`src/rtl/core/bwo_pkg.sv`:
```
// ---------------------------------------------------------------------------
// bwo_pkg
// Shared types, constants and sizing helpers of the band-limited wavetable
// oscillator.
// ---------------------------------------------------------------------------
package bwo_pkg;

  // default sizes
  localparam int TABLE_SIZE_DEF      = 2048;
  localparam int TABLE_COUNT_DEF     = 10;
  localparam int PHASE_FRAC_BITS_DEF = 16;

  // fixed field widths
  localparam int OPCODE_W      = 1;
  localparam int TABLE_SEL_W   = 4;
  localparam int SAMPLE_IDX_W  = 11;
  localparam int SAMPLE_W      = 16;
  localparam int PHASE_INC_W   = 27;
  localparam int START_PHASE_W = 27;
  localparam int TABLE_POS_W   = 16;
  localparam int AMPLITUDE_W   = 16;
  localparam int POS_FRAC_BITS = 12;
  localparam int CFG_DATA_W    = 27;
  localparam int CFG_INDEX_W   = 2;
  localparam int QUEUE_DEPTH   = 2;

  localparam logic [AMPLITUDE_W-1:0] AMPLITUDE_RESET = 16'h8000;

  typedef enum logic [OPCODE_W-1:0] {
    OP_TICK = 1'b0,
    OP_LOAD = 1'b1
  } op_t;

  typedef enum logic [CFG_INDEX_W-1:0] {
    REG_PHASE_INC   = 2'd0,
    REG_TABLE_POS   = 2'd1,
    REG_AMPLITUDE   = 2'd2,
    REG_START_PHASE = 2'd3
  } reg_index_t;

  // back end settings; user keeps stable while items in flight; unchecked
  typedef struct packed {
    logic [TABLE_POS_W-1:0] table_position;
    logic [AMPLITUDE_W-1:0] amplitude;
  } bwo_cfg_t;

  // phase accumulator width: holds values below (size-2) << frac
  function automatic int ph_width(int table_size, int frac_bits);
    return $clog2(table_size - 2) + frac_bits;
  endfunction

  // width of phase plus increment before reduction
  function automatic int sum_width(int table_size, int frac_bits);
    int pw;
    pw = ph_width(table_size, frac_bits);
    return ((pw > PHASE_INC_W) ? pw : PHASE_INC_W) + 1;
  endfunction

  function automatic int mem_aw(int table_size, int table_count);
    return $clog2(table_size * table_count);
  endfunction

  // queue entry: kind, table address, load data, phase
  function automatic int entry_width(int table_size, int table_count, int frac_bits);
    return 1 + mem_aw(table_size, table_count) + SAMPLE_W + ph_width(table_size, frac_bits);
  endfunction

endpackage

```
`src/rtl/core/bwo_front.sv`:
```
// ---------------------------------------------------------------------------
// bwo_front
// Accepts items and register writes, drops out-of-range loads, stamps each
// tick with the current phase and advances the phase modulo the wrap length.
// ---------------------------------------------------------------------------
module bwo_front #(
  parameter int TABLE_SIZE      = bwo_pkg::TABLE_SIZE_DEF,
  parameter int TABLE_COUNT     = bwo_pkg::TABLE_COUNT_DEF,
  parameter int PHASE_FRAC_BITS = bwo_pkg::PHASE_FRAC_BITS_DEF
) (
  input  logic                                  clk,
  input  logic                                  rst,
  input  logic                                  push,
  output logic                                  full,
  input  logic [bwo_pkg::OPCODE_W-1:0]          opcode,
  input  logic [bwo_pkg::TABLE_SEL_W-1:0]       table_select,
  input  logic [bwo_pkg::SAMPLE_IDX_W-1:0]      sample_index,
  input  logic signed [bwo_pkg::SAMPLE_W-1:0]   sample_value,
  input  logic                                  cfg_we,
  input  logic [bwo_pkg::CFG_INDEX_W-1:0]       cfg_index,
  input  logic [bwo_pkg::CFG_DATA_W-1:0]        cfg_data,
  output logic                                  q_push,
  output logic [bwo_pkg::entry_width(TABLE_SIZE, TABLE_COUNT, PHASE_FRAC_BITS)-1:0] q_wdata,
  input  logic                                  q_full,
  output bwo_pkg::bwo_cfg_t                     cfg
);
  import bwo_pkg::*;

  localparam int PH_W   = ph_width(TABLE_SIZE, PHASE_FRAC_BITS);
  localparam int SUM_W  = sum_width(TABLE_SIZE, PHASE_FRAC_BITS);
  localparam int MEM_AW = mem_aw(TABLE_SIZE, TABLE_COUNT);
  // restoring reduction steps: remainder of a SUM_W-bit value by the wrap length
  localparam int KSTEPS = SUM_W - PH_W + 1;
  localparam int STEP_W = (KSTEPS > 1) ? $clog2(KSTEPS) : 1;
  localparam logic [SUM_W-1:0] WRAP_LEN = SUM_W'(TABLE_SIZE - 2) << PHASE_FRAC_BITS;

  logic [PHASE_INC_W-1:0] phase_inc;
  logic [PH_W-1:0]        phase;
  logic                   red_busy;
  logic [STEP_W-1:0]      red_step;
  logic [SUM_W-1:0]       red_val;
  logic [SUM_W-1:0]       red_next;
  logic [SUM_W-1:0]       red_cand;
  logic                   red_last;
  logic                   accept;
  logic                   is_tick;
  logic                   load_ok;
  logic [MEM_AW-1:0]      load_addr;

  assign full    = q_full || red_busy;
  assign accept  = push && !full;
  assign is_tick = (opcode == OP_TICK);
  assign load_ok = (32'(table_select) < TABLE_COUNT) && (32'(sample_index) < TABLE_SIZE);
  assign q_push  = accept && (is_tick || load_ok);

  assign load_addr = MEM_AW'(table_select) * MEM_AW'(TABLE_SIZE) + MEM_AW'(sample_index);
  assign q_wdata   = {is_tick, load_addr, sample_value, phase};

  // one shifted wrap-length compare and subtract per cycle, held by register writes
  assign red_cand = WRAP_LEN << (STEP_W'(KSTEPS - 1) - red_step);
  assign red_next = (red_val >= red_cand) ? red_val - red_cand : red_val;
  assign red_last = (red_step == STEP_W'(KSTEPS - 1));

  always_ff @(posedge clk) begin
    if (rst) begin
      phase_inc          <= '0;
      cfg.table_position <= '0;
      cfg.amplitude      <= AMPLITUDE_RESET;
      phase              <= '0;
      red_busy           <= 1'b0;
      red_step           <= '0;
    end else if (cfg_we) begin
      unique case (reg_index_t'(cfg_index))
        REG_PHASE_INC: begin
          phase_inc <= cfg_data[PHASE_INC_W-1:0];
        end
        REG_TABLE_POS: begin
          cfg.table_position <= cfg_data[TABLE_POS_W-1:0];
        end
        REG_AMPLITUDE: begin
          cfg.amplitude <= cfg_data[AMPLITUDE_W-1:0];
        end
        REG_START_PHASE: begin
          red_val  <= SUM_W'(cfg_data[START_PHASE_W-1:0]);
          red_busy <= 1'b1;
          red_step <= '0;
        end
        default: begin
        end
      endcase
    end else if (red_busy) begin
      red_val  <= red_next;
      red_step <= red_step + 1'b1;
      if (red_last) begin
        red_busy <= 1'b0;
        phase    <= PH_W'(red_next);
      end
    end else if (accept && is_tick) begin
      red_val  <= SUM_W'(phase) + SUM_W'(phase_inc);
      red_busy <= 1'b1;
      red_step <= '0;
    end
  end

endmodule

```
`config.mk`:
```
export PLATFORM = sky130hd
export DESIGN_NAME = bwo_front
export DESIGN_NICKNAME = d
export VERILOG_FILES = /design/src/rtl/core/bwo_pkg.sv /design/src/rtl/core/bwo_front.sv
export SDC_FILE = /design/constraint.sdc
export NUM_CORES = 1
export LEC_CHECK = 0
export ABC_AREA = 1
export BUFFER_PORTS_ARGS = -buffer_cell sky130_fd_sc_hd__buf_2
export CAP_MARGIN = 20
export CORE_ASPECT_RATIO = 1.2
export CORE_UTILIZATION = 59
export CTS_CLUSTER_SIZE = 28
export DETAILED_ROUTE_END_ITERATION = 10
export HOLD_SLACK_MARGIN = 0.1
export PLACE_DENSITY = 0.95
export SLEW_MARGIN = 40
export SYNTH_ARGS = -nofsm -noshare
export SYNTH_HDL_FRONTEND = slang
export SYNTH_SLANG_ARGS = --single-unit
```
`constraint.sdc`:
```
create_clock -name clk -period 8.23 [get_ports clk]
set_clock_uncertainty 0.2 [all_clocks]
set_input_delay 2.469 -clock clk [delete_from_list [all_inputs] [get_ports clk]]
set_output_delay 2.469 -clock clk [all_outputs]
set_load 0.05 [all_outputs]
```
==> impl_metrics.json <==
{
  "status": "finished clean",
  "cts_root_buf": "clkbuf_16",
  "grt_util_all_layers_pct": 32.4,
  "num_vias": 7074,
  "p_leak_nw": 4.22,
  "max-slew-margin-rel_pct": 44.7,
  "p_per_area_nw_per_um2": 187,
  "core.rowCount": 43,
  "yosysWarnings": 0,
  "endpoint_kind": "primary output",
  "fin_crit_sh_pct": 71.9,
  "path_max_fanout": 2,
  "final_cell_count_no_fill": 1311,
  "synth_flop_cell": "dfxtp_1",
  "insertion_delay_ns": 0.42,
  "fin_nets": 1238,
  "routed_wl_mm": 19.5,
  "io_buffers": 102,
  "syn2layout_area_growth_pct": 13.5,
  "die_x_um": 102,
  "first_iter_violations": 421,
  "fp.dieH_um": 122,
  "synth_edf_count": 28,
  "hpwlAfterDp_mm": 13.6,
  "tns_ns": 0,
  "postCtsSetupRepairBufs": 0,
  "grt_overflow_total": 0,
  "initial_core_util_pct": 61.1,
  "async_flop_share_pct": 0,
  "rsz0062_at_grt": "false",
  "placed_cells": 1280,
  "clock_path_buffers": 2,
  "finalHoldViolCount": 0,
  "fin_crit_ns": 5.92,
  "hold_slack_ns": 0.242,
  "critPathKind": "in -> out",
  "fmax_mhz": 169,
  "p_seq_share_pct": 41.4,
  "p_switching_w": 0.000430,
  "cts_hold_buf": 0,
  "synthCells": 1078,
  "gp_congestion": 0.962,
  "cts_sinks": 116,
  "grt_max_degree": 74,
  "switching_share_pct": 28.4,
  "ctsHtreeMaxLevel": 4,
  "vias_per_cell": 5.40,
  "intPower_w": 0.00109,
  "hold_path_class": "reg -> reg",
  "dr.pass1.iters": 5,
  "syn_avg_cell_area_um2": 6.62,
  "yosysSeqAreaShare_pct": 36.5,
  "synth_nets": 1174,
  "max_cap_violations": 0,
  "setup.worst_path.start_class": "input pin",
  "setup_viol": 0,
  "grt_pass1_vias": 6646,
  "synth_cell_types": 41,
  "cts.clk_slew.worst_paths_ns": 0.06,
  "drive_above_1_share_pct": 14.0,
  "p_comb_share_pct": 11.9,
  "tightest_slew_ns": 0.828,
  "antenna_found_initial": 0,
  "core-area_um2": 11700,
  "worst_ep_required_time_ns": 5.56,
  "irDropWorstVdd_v": 0.000154,
  "diodes": 0,
  "ios": 159,
  "synthesis.area_um2": 7130,
  "cts.repair.resized": 0,
  "critPathArrivalTime_ns": 3.25,
  "numCtsBuffers": 17,
  "dieArea_um2": 12500,
  "drcViolationCount": 0,
  "wl_per_cell_um": 14.9,
  "grt_pass1_wl_mm": 31.1,
  "drtAntennaViolNets": 0,
  "synth_seq_cells": 116,
  "pwr-share-clk_pct": 46.7,
  "maxSlewViolCount": 0,
  "cts_tree": "built"
}
[layout make-up]
class / count / area, um2
flip-flops and latches: 116 / 2600
fillers: 974 / 3580
clock buffers: 19 / 475
clock inverters: 12 / 92.6
inverters: 162 / 612
multi-input cells: 738 / 3570
well taps: 157 / 196
repair buffers: 107 / 548
[state kept, by name (all words and copies together) (netlist names)]
signal and flops:
phase 27, red_busy 1, red_last 1, red_val 28, cfg 32, phase_inc 27
[synth_stat cells, types with 8 or more instances]
cell / number / area [um2]
nand2_1: 303 / 1140
inv_1: 153 / 574
nor2_1: 145 / 544
dfxtp_1: 88 / 1760
o21ai_0: 78 / 390
a21oi_1: 55 / 275
nand3_1: 46 / 230
buf_4: 32 / 240
ha_1: 29 / 363
edfxtp_1: 28 / 841
clkbuf_1: 23 / 86.3
nand4_1: 12 / 75.1
o21bai_1: 8 / 60.1
[critical path, stage by stage]
cell	delay, ns
buf_2	0.10
o21ai_0	0.15
nor2_1	0.05
nor3b_1	0.18
buf_2	0.30
[through the flow]
stage / total power [W] / utilization (%) / area (um2) / setup WS [ns]
global placement: 0.000808 / 64.4 / 7520 / 2.31
detailed placement: 0.000814 / 64.5 / 7530 / 2.30
floorplan: 0.000799 / - / 7130 / 1.46
finish: 0.00152 / 69.4 / 8100 / 2.31
global route: 0.00156 / 69.4 / 8100 / 2.26
CTS: 0.00152 / 69.4 / 8100 / 2.29
[power groups by stage]
stage | clock network [W] | logic [W] | registers [W]
2_1_floorplan | 0 | 0.000131 | 0.000668
3_3_place_gp | 0 | 0.000170 | 0.000638
3_5_place_dp | 0 | 0.000175 | 0.000639
4_1_cts | 0.000712 | 0.000179 | 0.000627
5_1_grt | 0.000735 | 0.000195 | 0.000630
6_report | 0.000707 | 0.000180 | 0.000628
[path summary, 6_finish.rpt]
| check | startpoint | endpoint | slack [ns] | depth (start not counted) |
|---|---|---|---|---|
| min reg2reg | cfg[20] | cfg[20] | 0.24 | 2 |
| max | table_select[2] | q_push | 2.31 | 5 |
| min | cfg[20] | cfg[20] | 0.24 | 2 |
| max reg2reg | red_busy | phase[22] | 5.48 | 8 |
[metal layers]
metal / vias up / GRT usage [%] / part of all wire, %
li1: 3496 / - / -
met3: 63 / 5.98 / 6.6
met1: 3226 / 37.5 / 40
met2: 289 / 55.6 / 49
met4: 0 / 18.5 / 3.8
met5: - / 0 / 0
[cell usage in the layout (no fill, tap or decap), types with 7 or more instances in the layout]
cell / count
o21bai_1: 8
o21ai_0: 78
nor2_1: 144
nor2_2: 7
nand3_1: 45
xnor2_1: 7
dfxtp_1: 88
nand4_1: 12
clkbuf_16: 19
nand2_1: 303
edfxtp_1: 28
inv_1: 153
a21oi_1: 55
buf_2: 102
ha_1: 29
[kinds of logic after synthesis]
group,count (synthesis),synth area share [%]
flops,116,36.5
compound gates,167,13.1
fa+ha+maj,30,5.37
simple gates,530,30.2
buf+inv,224,13.6
xor+xnor,11,1.35
(Power assumes the default switching activity.)
