[config.mk]
export PLATFORM = sky130hd
export DESIGN_NAME = bwo_queue
export DESIGN_NICKNAME = d
export VERILOG_FILES = /design/src/rtl/core/bwo_queue.sv
export SDC_FILE = /design/constraint.sdc
export NUM_CORES = 1
export LEC_CHECK = 0
export BUFFER_PORTS_ARGS = -buffer_cell sky130_fd_sc_hd__buf_4
export CAP_MARGIN = 20
export CORE_AREA = 2 2 46 48
export DETAILED_ROUTE_END_ITERATION = 10
export DIE_AREA = 0 0 48 50
export GPL_TIMING_DRIVEN = 1
export PLACE_DENSITY = 0.69
export SYNTH_ARGS = -nofsm -noshare
export SYNTH_HDL_FRONTEND = slang
export SYNTH_SLANG_ARGS = --single-unit
export TNS_END_PERCENT = 5
[constraint.sdc]
create_clock -name clk -period 1.35 [get_ports clk]
set_input_delay 0 -clock clk [delete_from_list [all_inputs] [get_ports clk]]
set_output_delay 0 -clock clk [all_outputs]
set_load 0.005 [all_outputs]
[src/rtl/core/bwo_queue.sv]
// ---------------------------------------------------------------------------
// bwo_queue
// Short first-in first-out queue between the front and back ends.
// ---------------------------------------------------------------------------
module bwo_queue #(
  parameter int WIDTH = 8,
  parameter int DEPTH = 2
) (
  input  logic             clk,
  input  logic             rst,
  input  logic             push,
  input  logic [WIDTH-1:0] wdata,
  output logic             full,
  input  logic             pop,
  output logic [WIDTH-1:0] rdata,
  output logic             empty
);

  localparam int PTR_W = (DEPTH > 1) ? $clog2(DEPTH) : 1;
  localparam int CNT_W = $clog2(DEPTH + 1);

  logic [WIDTH-1:0] slots [DEPTH];
  logic [PTR_W-1:0] wr_ptr;
  logic [PTR_W-1:0] rd_ptr;
  logic [CNT_W-1:0] count;
  logic             do_push;
  logic             do_pop;

  assign full    = (count == CNT_W'(DEPTH));
  assign empty   = (count == '0);
  assign do_push = push && !full;
  assign do_pop  = pop && !empty;
  assign rdata   = slots[rd_ptr];

  always_ff @(posedge clk) begin
    if (do_push) begin
      slots[wr_ptr] <= wdata;
    end
  end

  always_ff @(posedge clk) begin
    if (rst) begin
      wr_ptr <= '0;
      rd_ptr <= '0;
      count  <= '0;
    end else begin
      if (do_push) begin
        wr_ptr <= (wr_ptr == PTR_W'(DEPTH - 1)) ? '0 : wr_ptr + 1'b1;
      end
      if (do_pop) begin
        rd_ptr <= (rd_ptr == PTR_W'(DEPTH - 1)) ? '0 : rd_ptr + 1'b1;
      end
      if (do_push && !do_pop) begin
        count <= count + 1'b1;
      end else if (do_pop && !do_push) begin
        count <= count - 1'b1;
      end
    end
  end

endmodule

==> reports/qor.txt, run 1 <==
Synth cell types = 13
CP startpoint = count[1]
Worst endpoint data arrival time = 1.67 ns
Slew headroom = 87.0%
Synth area leader = edfxtp_1
Syn Inst Count = 50
Clock Sinks = 21
Nets = 104
CTS tree = built
Synthesized area per cell = 15.9 um^2
Warnings from Yosys = 0
Outcome = finished with violations
Final worst-path setup slack = -0.0848 ns
Final Critical Period = 1.43 ns
CP top delay family = simple AND/OR/NAND/NOR gates
Number of buffers created by CTS = 3
WP depth = 6
Cells on Worst Hold Path = 4
Initial antenna violation count = 0
Critical path, cell by cell = nor2b_4 -> nor2_2 -> ha_4 -> xor2_1 -> or3_4 -> a21oi_2
Failing checks = negative setup slack
Worst hold path class = input port to flip-flop
Fmax = 697 MHz
Clock buffer depth = 2
Final Hold Viols = 0
DPL Wire Length = 932 um
Crit path kind = flip-flop to flip-flop
Slowest cell on crit path = dfxtp_2
Skew-Pair Late Insertion Delay = 0.29 ns
Worst clock skew = 0.00328 ns
Finished layout cell area = 1210 um^2
Core Region = 1900 um^2
Worst-Margin Slew = 0.195 ns
Die area = 2400 um^2
Hold Crit Start = push
Dpl cell area = 1060 um^2
Via count = 525
GP Congestion = 0.607
Number of vias per cell = 4.49
Most frequent cells in the layout = 26 x buf_4, 16 x edfxtp_1, 9 x dlygate4sd3_1, 8 x mux2_2, 4 x nor2_1
Num rows = 16
Dominant cells by area after synthesis = edfxtp_1 61%, dfxtp_1 13%, mux2_2 11%
Worst Setup End Kind = flip-flop
First-pass GRT wire length = 2190 um
Worst EP required = 1.58 ns
Period utilisation layout = 106%
Tot Pwr = 2.00 mW
Antenna viol nets, final = 0
Sequential element share of the synthesized area = 73.2%
Root Driver = clkbuf_4
Top cell type's share of synthesized area = 60.6%
Layout Utilization = 63.6%
Critical R2R Launch = count[1]
Total Routed Length = 1370 um
Ant. Diodes = 0
Critical Path Max Stage Delay = 0.36 ns
Layout cells sized above 1 = 54.4%
H-tree Lvls = 1
Grt ovf = 0
Io pins = 22
Clk pin slew, worst setup/hold paths = 0.10 ns
Slew Viols, Final = 0
Die height = 50 um
Starting density of the core = 41.7%
DRT iter0 DRCs = 0
Leak pwr = 0.479 nW
RSZ-0062 raised after global routing = true
Max VDD drop = 1.05 mV
# Max-Cap Violations = 0
Post-route insts no fill = 117
DRT Pass-1 Iters = 1
Post-Syn Nets = 63
Worst slack, placed = -0.0732 ns
Critical path fanouts, max = 4
Wirelength per Cell = 11.7 um
PortBufs = 21
CP Launch Type = flip-flop
Overall fraction of global-route tracks in use = 13.3%
Vias in the first global route = 519
Placed cells = 103
Worst Reg-to-Reg Cells = 6
# DRC = 0
Final setup fails = 1
Synthesized cell area = 793 um^2
Buf/Inv on CP = 0
Largest net degree at the start of global routing = 12
Die width = 48 um
PD cells = 1650 nW/um^2
Layout area overhead = 52.5%
Commonest non-fill, non-tap cell in the layout = buf_4
# fillers = 155
Number of synthesized register bits = 21
power breakdown:
| part | internal (mW) | leakage (nW) | switching [mW] |
|---|---|---|---|
| clock network | 0.115 | 0.0150 | 0.168 |
| logic | 0.506 | 0.273 | 0.293 |
| registers | 0.833 | 0.192 | 0.0823 |
| total | 1.45 | 0.479 | 0.543 |
cell usage after synthesis:
cell	number
a21oi_1	2
nor2_1	5
inv_1	2
nor2b_2	1
buf_2	1
dfxtp_1	5
mux2_2	8
xor2_1	3
o21ai_0	3
ha_1	1
edfxtp_1	16
or3_1	2
and2_1	1
layer usage:
metal | track usage, % | wire length, um
met1 | 13.9 | 536
met2 | 22.9 | 739
met3 | 3.66 | 68
met4 | 6.76 | 22
met5 | 0 | 0
cell type report:
| type | instances | area, um^2 | share of cell area, % |
|---|---|---|---|
| Tap cell | 27 | 33.8 | 2.79 |
| Timing Repair Buffer | 37 | 325 | 26.9 |
| Multi-Input combinational cell | 26 | 233 | 19.2 |
| Clock buffer | 4 | 26.3 | 2.17 |
| Sequential cell | 21 | 584 | 48.3 |
| Inverter | 2 | 7.51 | 0.620 |
worst reg2reg max path: cells and delay by family, from the launching register on:
kind            cells  cell delay (ns)
simple gates        3             0.57
flops               1             0.36
compound gates      1             0.14
fa+ha+maj           1             0.15
xor+xnor            1             0.15
state kept, by name, summed over array words and instances (netlist names), named ones only:
register  count
slots        16
rd_ptr        1
wr_ptr        1
count         2
through the flow:
step	hold slack, ns	TNS (ns)
final	0.120	-0.0848
after global routing	0.165	-0.157
after CTS	0.0850	-0.0902
after detailed placement	0.189	-0.0732
after global placement	0.185	0
after floorplan	0.0617	-0.0222
path summary, 6_finish.rpt:
check                                 to  slack (ns)
worst max-delay path            count[1]       -0.08
worst min-delay path              wr_ptr        0.12
worst max register to register  count[1]       -0.08
worst min register to register    rd_ptr        0.52
kinds of logic (layout without fill, tap and decap cells):
logic type | count (synthesis) | count (layout) | share of synthesized area [%]
adders and majority gates | 1 | 1 | 1.58
and+or+nand+nor | 9 | 9 | 5.84
AOI/OAI and AO/OA | 5 | 5 | 3.15
buffers and inverters | 3 | 43 | 1.58
muxes | 8 | 8 | 11.4
DFF | 21 | 21 | 73.2
xor gates and xnor gates | 3 | 3 | 3.31
what timing repair did:
action	in CTS	in global routing
hold buffers	9	0
buffers inserted	1	0
pin swaps	0	2
hold endpoints to repair	21	0
gates resized for setup	2	6
endpoints found under the setup margin	9	2
(Power assumes the default switching activity.)
==> inputs of run 2 (changes only) <==
--- a/config.mk
+++ b/config.mk
@@ -12,6 +12,7 @@
 export DIE_AREA = 0 0 48 50
 export GPL_TIMING_DRIVEN = 1
 export PLACE_DENSITY = 0.69
+export SETUP_SLACK_MARGIN = 0.3
 export SYNTH_ARGS = -nofsm -noshare
 export SYNTH_HDL_FRONTEND = slang
 export SYNTH_SLANG_ARGS = --single-unit
==> reports/qor.txt, run 2 (synthesis gave the netlist of run 1 again) <==
Die height = 50 um (unchanged)
Num rows = 16 (unchanged)
Slew Viols, Final = 0 (unchanged)
Final Hold Viols = 0 (unchanged)
Die area = 2400 um^2 (unchanged)
Starting density of the core = 41.7% (unchanged)
Wirelength per Cell = 12.2 um (+5.0%)
Die width = 48 um (unchanged)
CP Launch Type = flip-flop
RSZ-0062 raised after global routing = true
PD cells = 1670 nW/um^2 (+1.2%)
Number of vias per cell = 4.50 (+0.19%)
Largest net degree at the start of global routing = 12 (unchanged)
Core Region = 1900 um^2 (unchanged)
Final Critical Period = 1.41 ns (-0.0203 ns)
CTS tree = built
Outcome = finished with violations
Clock Sinks = 21 (unchanged)
Nets = 104 (unchanged)
Worst endpoint data arrival time = 1.65 ns (-0.02 ns)
Post-route insts no fill = 117 (unchanged)
Largest registers = slots (16), count (2)
Io pins = 22 (unchanged)
Commonest non-fill, non-tap cell in the layout = buf_4
DRT Pass-1 Iters = 4 (+3)
Clk pin slew, worst setup/hold paths = 0.11 ns (about the same)
Worst-Margin Slew = 0.264 ns (+0.0686 ns)
First-pass GRT wire length = 2260 um (+3.5%)
Layout area overhead = 61.2%
Largest register FFs = 16 (unchanged)
Worst clock skew = 0.00757 ns (+0.00429 ns)
Root Driver = clkbuf_4
Layout Utilization = 67.2% (+3.6 points)
H-tree Lvls = 1 (unchanged)
Number of buffers created by CTS = 3 (unchanged)
Fmax = 707 MHz (+1.4%)
GP Congestion = 0.607 (unchanged)
Layout cells sized above 1 = 55.6% (+1.1 points)
Period utilisation layout = 105% (-1.5 points)
Antenna viol nets, final = 0 (unchanged)
PortBufs = 21 (unchanged)
Via count = 526 (+0.19%)
# Max-Cap Violations = 0 (unchanged)
Setup TNS = -0.0645 ns (+0.0203 ns)
Failing checks = negative setup slack
Biggest register = slots
Final setup fails = 1 (unchanged)
# fillers = 145 (-6.5%)
DRT iter0 DRCs = 1 (+1)
Clock buffer depth = 2 (unchanged)
Dpl cell area = 1060 um^2 (unchanged)
Slew headroom = 82.2% (-4.8 points)
Worst slack, placed = -0.0732 ns (unchanged)
Ant. Diodes = 0 (unchanged)
Crit path kind = flip-flop to flip-flop
DPL Wire Length = 932 um (unchanged)
Worst Setup End Kind = flip-flop
Worst EP required = 1.59 ns (about the same)
# DRC = 0 (unchanged)
Final worst-path setup slack = -0.0645 ns (+0.0203 ns)
Grt ovf = 0 (unchanged)
Total Routed Length = 1430 um (+5.0%)
Skew-Pair Late Insertion Delay = 0.30 ns (about the same)
Placed cells = 103 (unchanged)
Vias in the first global route = 541 (+4.2%)
Worst hold path class = input port to flip-flop
Most frequent cells in the layout = 18 x buf_4, 16 x edfxtp_1, 9 x dlygate4sd3_1, 8 x mux2_4, 8 x buf_6
Leak pwr = 0.518 nW (+8.0%)
Initial antenna violation count = 0 (unchanged)
Critical path fanouts, max = 4 (unchanged)
Max VDD drop = 1.08 mV (+2.0%)
Finished layout cell area = 1280 um^2 (+5.7%)
Overall fraction of global-route tracks in use = 13.9% (+0.57 points)
## run 2: area by class of cell
class                   count  area (um^2)  area share [%]
multi-input cells          26          267            20.8
well taps                  27         33.8            2.64
inverters                   2         7.51           0.587
repair buffers             37          355            27.8
clock buffers               4         26.3            2.05
flip-flops and latches     21          589            46.1
## run 2: per-layer routing
layer / vias up / GRT usage, % / routed length [um]
li1: 262 / - / -
met5: - / 0 / 0
met3: 4 / 3.66 / 72
met1: 244 / 13.9 / 547
met4: 0 / 6.76 / 24
met2: 16 / 24.7 / 789
## run 2: timing repair
item                       CTS  global route
hold buffers                 9             0
setup buffers                1             0
setup endpoints to repair   26            31
hold endpoints to repair    21             0
gates resized for setup     21             6
pin swaps                    2             0
## run 2: worst max-delay path: stages, from the launching register on
cell     delay, ns
dfxtp_2       0.36
nor2b_4       0.18
nor2_2        0.06
ha_4          0.15
xor2_1        0.15
or3_4         0.33
a21oi_2       0.12
## run 2: worst paths after layout
check           start         to  slack [ns]  cells after the start
max          count[1]   count[1]       -0.06                      6
min              push     wr_ptr        0.15                      4
max reg2reg  count[1]   count[1]       -0.06                      6
min reg2reg    rd_ptr  flip-flop        0.52                      2
## run 2: through the flow
step | total power, mW | hold WS [ns]
3_5_place_dp | 1.62 | 0.189
5_1_grt | 2.27 | 0.169
6_report | 2.14 | 0.150
4_1_cts | 2.09 | 0.0944
3_3_place_gp | 1.59 | 0.185
2_1_floorplan | 1.24 | 0.0617
## run 2: where the power goes
part | total, mW | leakage (nW) | switching (mW) | internal, mW
registers | 0.940 | 0.192 | 0.0975 | 0.842
clock network | 0.286 | 0.0150 | 0.171 | 0.115
logic | 0.911 | 0.310 | 0.312 | 0.599
==> inputs of run 3 (changes only) <==
--- a/config.mk
+++ b/config.mk
@@ -5,13 +5,14 @@
 export SDC_FILE = /design/constraint.sdc
 export NUM_CORES = 1
 export LEC_CHECK = 0
+export ABC_AREA = 1
 export BUFFER_PORTS_ARGS = -buffer_cell sky130_fd_sc_hd__buf_4
 export CAP_MARGIN = 20
-export CORE_AREA = 2 2 46 48
+export CORE_AREA = 2 2 47 49
 export DETAILED_ROUTE_END_ITERATION = 10
-export DIE_AREA = 0 0 48 50
+export DIE_AREA = 0 0 49 51
 export GPL_TIMING_DRIVEN = 1
-export PLACE_DENSITY = 0.69
+export PLACE_DENSITY = 0.68
 export SETUP_SLACK_MARGIN = 0.3
 export SYNTH_ARGS = -nofsm -noshare
 export SYNTH_HDL_FRONTEND = slang
==> reports/qor.txt, run 3 <==
Outcome = finished, final reports clean
Worst clock skew = 0.00562 ns (-0.00195 ns)
Crit path kind = flip-flop to flip-flop
Skew-Pair Late Insertion Delay = 0.29 ns (about the same)
Antenna viol nets, final = 0 (unchanged)
Initial antenna violation count = 0 (unchanged)
Final hold slack = 0.0904 ns (-0.0597 ns)
H-tree Lvls = 1 (unchanged)
Number of buffers created by CTS = 3 (unchanged)
Final Critical Period = 1.23 ns (-0.186 ns)
RSZ-0062 raised after global routing = true
# fillers = 189 (+30%)
Sequential element share of the synthesized area = 70.1% (-3.1 points)
Worst-Margin Slew = 0.184 ns (-0.0796 ns)
Synth cell types = 16 (+3)
Slew Viols, Final = 0 (unchanged)
Slew headroom = 87.7% (+5.4 points)
CTS tree = built
Via count = 565 (+7.4%)
GP Congestion = 0.725 (+19%)
R2R Path End = count[1]
Post-synth EDFFs = 16 (unchanged)
Layout cells sized above 1 = 53.5% (-2.1 points)
Final worst-path setup slack = 0.122 ns (+0.186 ns)
Critical R2R Launch = count[1]
Die width = 49 um (+2.1%)
Biggest register = slots
Total Routed Length = 1380 um (-3.4%)
Synthesized area per cell = 13.4 um^2 (-16%)
Number of synthesized register bits = 21 (unchanged)
Largest register FFs = 16 (unchanged)
Dominant cells by area after synthesis = edfxtp_1 58%, dfxtp_1 12%, mux2_2 11%
Clk pin slew, worst setup/hold paths = 0.10 ns (about the same)
R2R Setup Slk = 0.12 ns (+0.19 ns)
Largest registers = slots (16), count (2)
Io pins = 22 (unchanged)
# DRC = 0 (unchanged)
Top post-synthesis cells by count = 16 x edfxtp_1, 9 x nor2_1, 8 x mux2_2, 7 x inv_1, 5 x dfxtp_1
DRT Pass-1 Iters = 2 (-2)
Top cell type's share of synthesized area = 58.0% (-2.6 points)
Synth area leader = edfxtp_1
Ant. Diodes = 0 (unchanged)
# Max-Cap Violations = 0 (unchanged)
Number of vias per cell = 4.38 (-2.6%)
Wirelength per Cell = 10.7 um (-12%)
Vias in the first global route = 581 (+7.4%)
First-pass GRT wire length = 2450 um (+8.2%)
Count leader, synth = edfxtp_1
Die height = 51 um (+2.0%)
Area occupied by multi-input gates = 250 um^2 (-6.1%)
Die area = 2500 um^2 (+4.1%)
Period utilisation layout = 91.0% (-14 points)
DPL Wire Length = 914 um (-1.8%)
Clock Sinks = 21 (unchanged)
Tot Pwr = 1.98 mW (-7.1%)
Final setup fails = 0 (-1)
Cells on Worst Hold Path = 4 (unchanged)
Post-Syn Nets = 75 (+19%)
Hold Crit Start = pop
Largest net degree at the start of global routing = 13 (+1)
Critical path fanouts, max = 4 (unchanged)
Commonest non-fill, non-tap cell in the layout = buf_4
Register area = 589 um^2 (unchanged)
Most frequent cells in the layout = 27 x buf_4, 16 x edfxtp_1, 9 x dlygate4sd3_1, 8 x mux2_2, 7 x nor2_1
Layout area overhead = 48.9%
Grt ovf = 0 (unchanged)
Num rows = 17 (+1)
PD cells = 1610 nW/um^2 (-3.7%)
Root Driver = clkbuf_4
Overall fraction of global-route tracks in use = 13.5% (-0.37 points)
Syn Inst Count = 62 (+24%)
Max VDD drop = 0.992 mV (-7.8%)
PortBufs = 21 (unchanged)
Worst slack, placed = 0.103 ns (+0.176 ns)
Worst Reg-to-Reg Cells = 8 (+2)
Fmax = 814 MHz (+15%)
Worst endpoint data arrival time = 1.46 ns (-0.19 ns)
Setup TNS = 0 ns (+0.0645 ns)
Final Hold Viols = 0 (unchanged)
Core Region = 2060 um^2 (+8.5%)
DRT iter0 DRCs = 14 (+13)
Synthesized cell area = 828 um^2 (+4.4%)
Warnings from Yosys = 0 (unchanged)
Main synth FF type = edfxtp_1
CP Launch Type = flip-flop
Worst hold path class = input port to flip-flop
Synth async-reset ratio = 0% (unchanged)
Worst EP required = 1.58 ns (about the same)
Worst Setup End Kind = flip-flop
Clock buffer depth = 2 (unchanged)
Starting density of the core = 40.1% (-1.6 points)
Leak pwr = 0.500 nW (-3.4%)
Nets = 115 (+11%)
run 3: cell count changes after synthesis, sizes merged, moves of 2 or more:
| cell | previous run | this run |
|---|---|---|
| o21ai | 3 | 5 |
| xor2 | 3 | 0 |
| inv | 2 | 9 |
| or3 | 2 | 0 |
| nor2 | 5 | 9 |
| nand2 | 0 | 4 |
run 3: area by class of cell:
type / count / area share [%]
clock buffers: 3 / 1.83
inverters: 9 / 3.14
clock inverters: 1 / 0.406
flip-flops and latches: 21 / 47.8
repair buffers: 36 / 23.7
multi-input cells: 31 / 20.3
well taps: 28 / 2.84
run 3: stage by stage:
stage / std cells / util [%] / cell area, um^2
2_1_floorplan: 62 / - / 862
3_3_place_gp: 114 / 52.3 / 1080
3_5_place_dp: 114 / 52.3 / 1080
4_1_cts: 129 / 59.8 / 1230
5_1_grt: 129 / 59.8 / 1230
6_report: 129 / 59.8 / 1230
run 3: what timing repair did:
item / in CTS / in global routing
hold endpoints to repair: 18 / 0
gates resized for setup: 7 / 0
pin swaps: 5 / 1
setup endpoints to repair: 28 / 29
gates cloned: 0 / 0
setup buffers: 2 / 0
hold buffers: 9 / 0
run 3: worst max-delay path by stage:
| stage | from | to | slack [ns] | cells past startpoint |
|---|---|---|---|---|
| finish | count[1] | count[1] | 0.12 | 8 |
| global route | count[1] | count[1] | 0.03 | 8 |
| CTS | count[1] | count[1] | 0.13 | 8 |
| detailed placement | count[1] | count[0] | 0.10 | 7 |
| floorplan | count[1] | count[0] | 0.13 | 7 |
| global placement | count[1] | count[1] | 0.13 | 8 |
run 3: critical path, stage by stage (launching register included):
cell     delay, ns
dfxtp_4       0.40
inv_4         0.05
o21ai_4       0.12
inv_2         0.07
ha_4          0.27
inv_4         0.04
nand4_1       0.08
nand2_1       0.05
nor2_1        0.09
run 3: layer usage:
metal / vias up / share of wire [%] / global-route usage [%]
li1: 290 / - / -
met1: 256 / 42 / 14.2
met2: 17 / 53 / 25.6
met3: 2 / 4.0 / 2.63
met4: 0 / 1.2 / 7.14
met5: - / 0 / 0
run 3: cells by family (layout without fill, tap and decap cells):
kind of cell	Yosys count	count (layout)	share of synthesized area [%]
adders and majority gates	1	1	1.51
buffers and inverters	10	49	4.68
AOI/OAI and AO/OA	6	6	4.53
and+or+nand+nor	16	16	8.31
DFF	21	21	70.1
muxes	8	8	10.9
run 3: where the power goes:
part,internal (mW),switching [mW],leakage [nW]
Clock,0.110,0.172,0.0177
Sequential,0.841,0.107,0.192
Combinational,0.432,0.323,0.290
Total,1.38,0.601,0.500
